File: config.mk
export PLATFORM = sky130hd
export DESIGN_NAME = qbz_seq
export DESIGN_NICKNAME = d
export VERILOG_FILES = /design/src/rtl/core/qbz_pkg.sv /design/src/rtl/core/qbz_seq.sv
export SDC_FILE = /design/constraint.sdc
export NUM_CORES = 1
export LEC_CHECK = 0
export ABC_AREA = 0
export BUFFER_PORTS_ARGS = -buffer_cell sky130_fd_sc_hd__buf_2
export CAP_MARGIN = 25
export CORE_AREA = 4 4 191 193
export CTS_CLUSTER_SIZE = 12
export DETAILED_ROUTE_END_ITERATION = 8
export DIE_AREA = 0 0 195 197
export PLACE_DENSITY_LB_ADDON = 0.2
export SLEW_MARGIN = 25
export SYNTH_ARGS = -nofsm -noshare
export SYNTH_HDL_FRONTEND = slang
export SYNTH_SLANG_ARGS = --single-unit
File: constraint.sdc
create_clock -name clk -period 5.9 [get_ports clk]
set_clock_uncertainty 0.15 [all_clocks]
set_input_delay 0.885 -clock clk [delete_from_list [all_inputs] [get_ports clk]]
set_output_delay 0.885 -clock clk [all_outputs]
set_load 0.01 [all_outputs]
File: src/rtl/core/qbz_pkg.sv
package qbz_pkg;

  // Coordinate format: signed, 8 fraction bits.
  localparam int COORD_W = 24;

  // Curve parameter t: unsigned, 16 fraction bits.
  localparam int T_FRAC = 16;

  // Samples taken per control-point set.
  localparam int SAMPLES = 16;

  // Sample counter width (at least one bit).
  localparam int K_W = (SAMPLES > 1) ? $clog2(SAMPLES) : 1;

  // The t increment is split into a whole step and a remainder modulo SAMPLES.
  localparam int TQ_STEP = (1 << T_FRAC) / SAMPLES;
  localparam int TQ_REM  = (1 << T_FRAC) % SAMPLES;

  // The remainder accumulator must hold values below twice SAMPLES.
  localparam int REM_W = $clog2(SAMPLES) + 1;

  // Lerp product width: 25-bit difference times 17-bit signed t.
  localparam int DIFF_W = COORD_W + 1;
  localparam int PROD_W = DIFF_W + T_FRAC + 1;

  typedef logic signed [COORD_W-1:0] coord_t;
  typedef logic [T_FRAC-1:0]         tq_t;

  // Per-sample control that travels down the pipeline with the data.
  typedef struct packed {
    logic vld;
    logic last;
    tq_t  tq;
  } smp_ctl_t;

endpackage

File: src/rtl/core/qbz_seq.sv
// Holds the control points of the current transaction and issues one sample per cycle.
module qbz_seq (
  input  logic                clk,
  input  logic                rst_n,
  input  logic                start,
  output logic                busy,
  input  qbz_pkg::coord_t     pts_i [2][5],
  output qbz_pkg::coord_t     pts_o [2][5],
  output qbz_pkg::smp_ctl_t   ctl_o
);

  logic                       active_r, active_nxt;
  logic [qbz_pkg::K_W-1:0]    k_r, k_nxt;
  qbz_pkg::tq_t               tq_r, tq_nxt;
  logic [qbz_pkg::REM_W-1:0]  rem_r, rem_nxt;
  logic [qbz_pkg::REM_W-1:0]  rem_sum;
  logic                       rem_carry;
  logic [qbz_pkg::T_FRAC:0]   tq_sum;
  logic                       last_k;
  logic                       accept;
  qbz_pkg::coord_t            pts_r [2][5];

  assign last_k = (k_r == qbz_pkg::K_W'(qbz_pkg::SAMPLES - 1));

  // A new transaction may start in the cycle that issues the final sample.
  assign busy   = active_r && !last_k;
  assign accept = start && !busy;

  // Next t = floor((k+1) * 2^16 / SAMPLES), kept as quotient and remainder.
  assign rem_sum   = rem_r + qbz_pkg::REM_W'(qbz_pkg::TQ_REM);
  assign rem_carry = (rem_sum >= qbz_pkg::REM_W'(qbz_pkg::SAMPLES));
  assign tq_sum    = (qbz_pkg::T_FRAC+1)'(tq_r) + (qbz_pkg::T_FRAC+1)'(qbz_pkg::TQ_STEP)
                   + (qbz_pkg::T_FRAC+1)'(rem_carry);

  // Sample counter and t accumulator.
  always_comb begin
    active_nxt = active_r;
    k_nxt      = k_r;
    tq_nxt     = tq_r;
    rem_nxt    = rem_r;
    priority if (accept) begin
      active_nxt = 1'b1;
      k_nxt      = '0;
      tq_nxt     = '0;
      rem_nxt    = '0;
    end else if (active_r) begin
      if (last_k) begin
        active_nxt = 1'b0;
      end else begin
        k_nxt   = qbz_pkg::K_W'(k_r + 1'b1);
        tq_nxt  = tq_sum[qbz_pkg::T_FRAC-1:0];
        rem_nxt = rem_carry ? qbz_pkg::REM_W'(rem_sum - qbz_pkg::REM_W'(qbz_pkg::SAMPLES))
                            : rem_sum;
      end
    end else begin
      // Idle with no new transaction: the sequencer stays inactive.
      active_nxt = 1'b0;
    end
  end

  always_ff @(posedge clk) begin
    if (!rst_n) begin
      active_r <= 1'b0;
      k_r      <= '0;
      tq_r     <= '0;
      rem_r    <= '0;
    end else begin
      active_r <= active_nxt;
      k_r      <= k_nxt;
      tq_r     <= tq_nxt;
      rem_r    <= rem_nxt;
    end
  end

  // Control points are captured with each accepted transaction.
  always_ff @(posedge clk) begin
    if (accept) begin
      pts_r <= pts_i;
    end
  end

  assign pts_o     = pts_r;
  assign ctl_o.vld  = active_r;
  assign ctl_o.last = last_k;
  assign ctl_o.tq   = tq_r;

endmodule

==> run summary <==
Die footprint - 0.0384 mm²
CP max stage cell - dfxtp_1
Area growth syn-to-layout - 48.2%
Post-DP HPWL - 20100 µm
Setup Fix Bufs, Post-CTS - 0
Tot Pwr - 4200 µW
Least-Margin Pin Slew - 0.854 ns
Row count - 68
Ys Warns - 0
Dominant cells by area after synthesis - edfxtp_1, dfxtp_1, xor2_1
Clk sinks - 262
CP Class - flip-flop to primary output
Syn Area/Cell - 22.7 µm²
Remaining DRCs - 0
Seq/Total Area, Yosys - 91.7%
Hold Slack - 0.311 ns
Critical path arrival - 2.17 ns
Setup violators final - 0
CP Launch Type - flip-flop
Vias per cell - 3.88
EDFF count, synth - 240
DRT antenna net count - 0
Max Freq - 0.312 GHz
Setup TNS - 0 ns
H-Tree Depth - 1
Max Fanout on Critical Path - 14
Yosys reg bits - 262
Max-slew headroom - 43.0%
Via count - 5337
CP peak stage delay - 0.36 ns
Ys async rst share - 0%
Mapped Area - 0.00834 mm²
Die height - 197 µm
P_leak - 0.00512 µW
Post-synth cell types - 40
WL/cell - 18.7 µm
Final min period - 3.21 ns
Worst EP required - 4.87 ns
Top cell type's share of synthesized area - 86.4%
Reg area - 0.00765 mm²
Clk Latency, worst-skew pair - 0.54 ns
CTS tree - built
Post-synth top area cell - edfxtp_1
Ant diodes - 0
Slew Viols, Final - 0
Placed cells - 1321
Fin area - 0.0124 mm²
CP bufs+invs - 2
Synth top cells by count - edfxtp_1, dfxtp_1, nand2_1
Max_cap viols - 0
Crit path max-delay family - simple AND/OR/NAND/NOR gates
Core area - 0.0345 mm²
Die Span X - 195 µm
Post_cts resized - 0
Global route total overflow - 0
Number of buffers created by CTS - 30
Clock Path Buffers - 3
Final Cycle Share - 54.4%
CP Cell Sequence - ha_1, nand3_2, nand2_1, clkinv_1, buf_2
Fin nets - 1145
Initial Util - 24.1%
Clock root buffer master - clkbuf_16
Tot GR Track Use - 12.2%
Placed inst area - 0.0114 mm²
PD cells - 340 mW/mm²
Worst ir drop on vdd - 0.223 mV
Layout cells sized above 1 - 60.7%
Area occupied by multi-input gates - 641 µm²
Fillers - 3451
Worst-path clk slew - 0.05 ns
Drt initial violations - 165
Most used DFF post-synth - edfxtp_1
Hold buffer count at cts - 0
Top-count cell post-synth - edfxtp_1
Largest net degree at the start of global routing - 139
Worst Hold Class - flip-flop to flip-flop
I/O pins - 502
First-pass GRT wire length - 35500 µm
Syn Nets - 615
RSZ-0062 raised after global routing - false
Vias in the first global route - 5416
Status - completed
Worst setup EP type - primary output
Final hold violations - 0
WL final - 25700 µm
Drt first pass iters - 4
Post-Layout Cell Count - 1376
Syn Inst Count - 368
Number of port buffers - 501
RD Place Congestion - 0.750
Initial antenna violation count - 4
## final timing paths
kind	cells after the start	startpoint	slack (ns)	to
worst max-delay path	5	k_r[0]	2.69	busy
worst min-delay path	2	rem_r[4]	0.31	rem_r[4]
worst max register to register	7	k_r[0]	2.85	pts_o[44]
worst min register to register	2	rem_r[4]	0.31	rem_r[4]
## per-layer routing
layer / track usage [%] / vias up / share of wire (%)
met4: 3.41 / 8 / 2.1
met5: 0 / - / 0.18
met3: 4.44 / 42 / 9.3
li1: - / 2506 / -
met1: 13.9 / 2516 / 37
met2: 21.9 / 265 / 52
## through the flow
step	util [%]	setup slack, ns
2_1_floorplan	-	0.650
3_3_place_gp	33.1	2.83
3_5_place_dp	33.1	2.79
4_1_cts	35.8	2.64
5_1_grt	35.8	2.49
6_report	35.8	2.69
## state kept, by name, indices dropped and copies added, names as in the netlist
name / cells
rem_r: 1
k_r: 4
active_r: 1
pts_o: 240
tq_r: 16
## final cells by class
class / count / share of cell area, %
Sequential cell: 262 / 61.9
Timing Repair Buffer: 504 / 20.6
Clock buffer: 38 / 6.49
Multi-Input combinational cell: 96 / 5.18
Tap cell: 455 / 4.61
Clock inverter: 17 / 1.11
Inverter: 4 / 0.152
## cell families (layout without fill, tap and decap cells)
kind of cell             Yosys count  count (layout)  synth area share [%]
adder cells (fa/ha/maj)            4               4                 0.600
AND/OR/NAND/NOR                   63              63                  4.32
AO/OA/AOI/OAI                     16              16                  1.35
multiplexers                       3               3                 0.360
flip-flops                       262             262                  91.7
XOR/XNOR                          10              10                  1.05
buffers and inverters             10             563                 0.615
## cells in the final DEF, fill, tap and decap left out, drive strengths merged, types with 4 or more instances in the layout
cell      instances
nand2            13
clkbuf           38
edfxtp          240
nor2              9
nor3              4
ha                4
dfxtp            22
xor2              6
a21oi             6
o21ai             4
nand4             7
buf             504
clkinv           13
nand3            13
clkinvlp          4
xnor2             4
## worst reg2reg max path, delay by kind of cell, from the launching register on
family / cells / cell delay (ns)
buf+inv: 4 / 1.46
flops: 1 / 0.36
simple gates: 1 / 0.30
fa+ha+maj: 1 / 0.20
compound gates: 1 / 0.14
## report_power, final
part / switching (µW) / internal, µW
clock: 704 / 1040
combinational: 167 / 120
sequential: 22.3 / 2140
No activity file was read; power rests on OpenSTA's default activity.
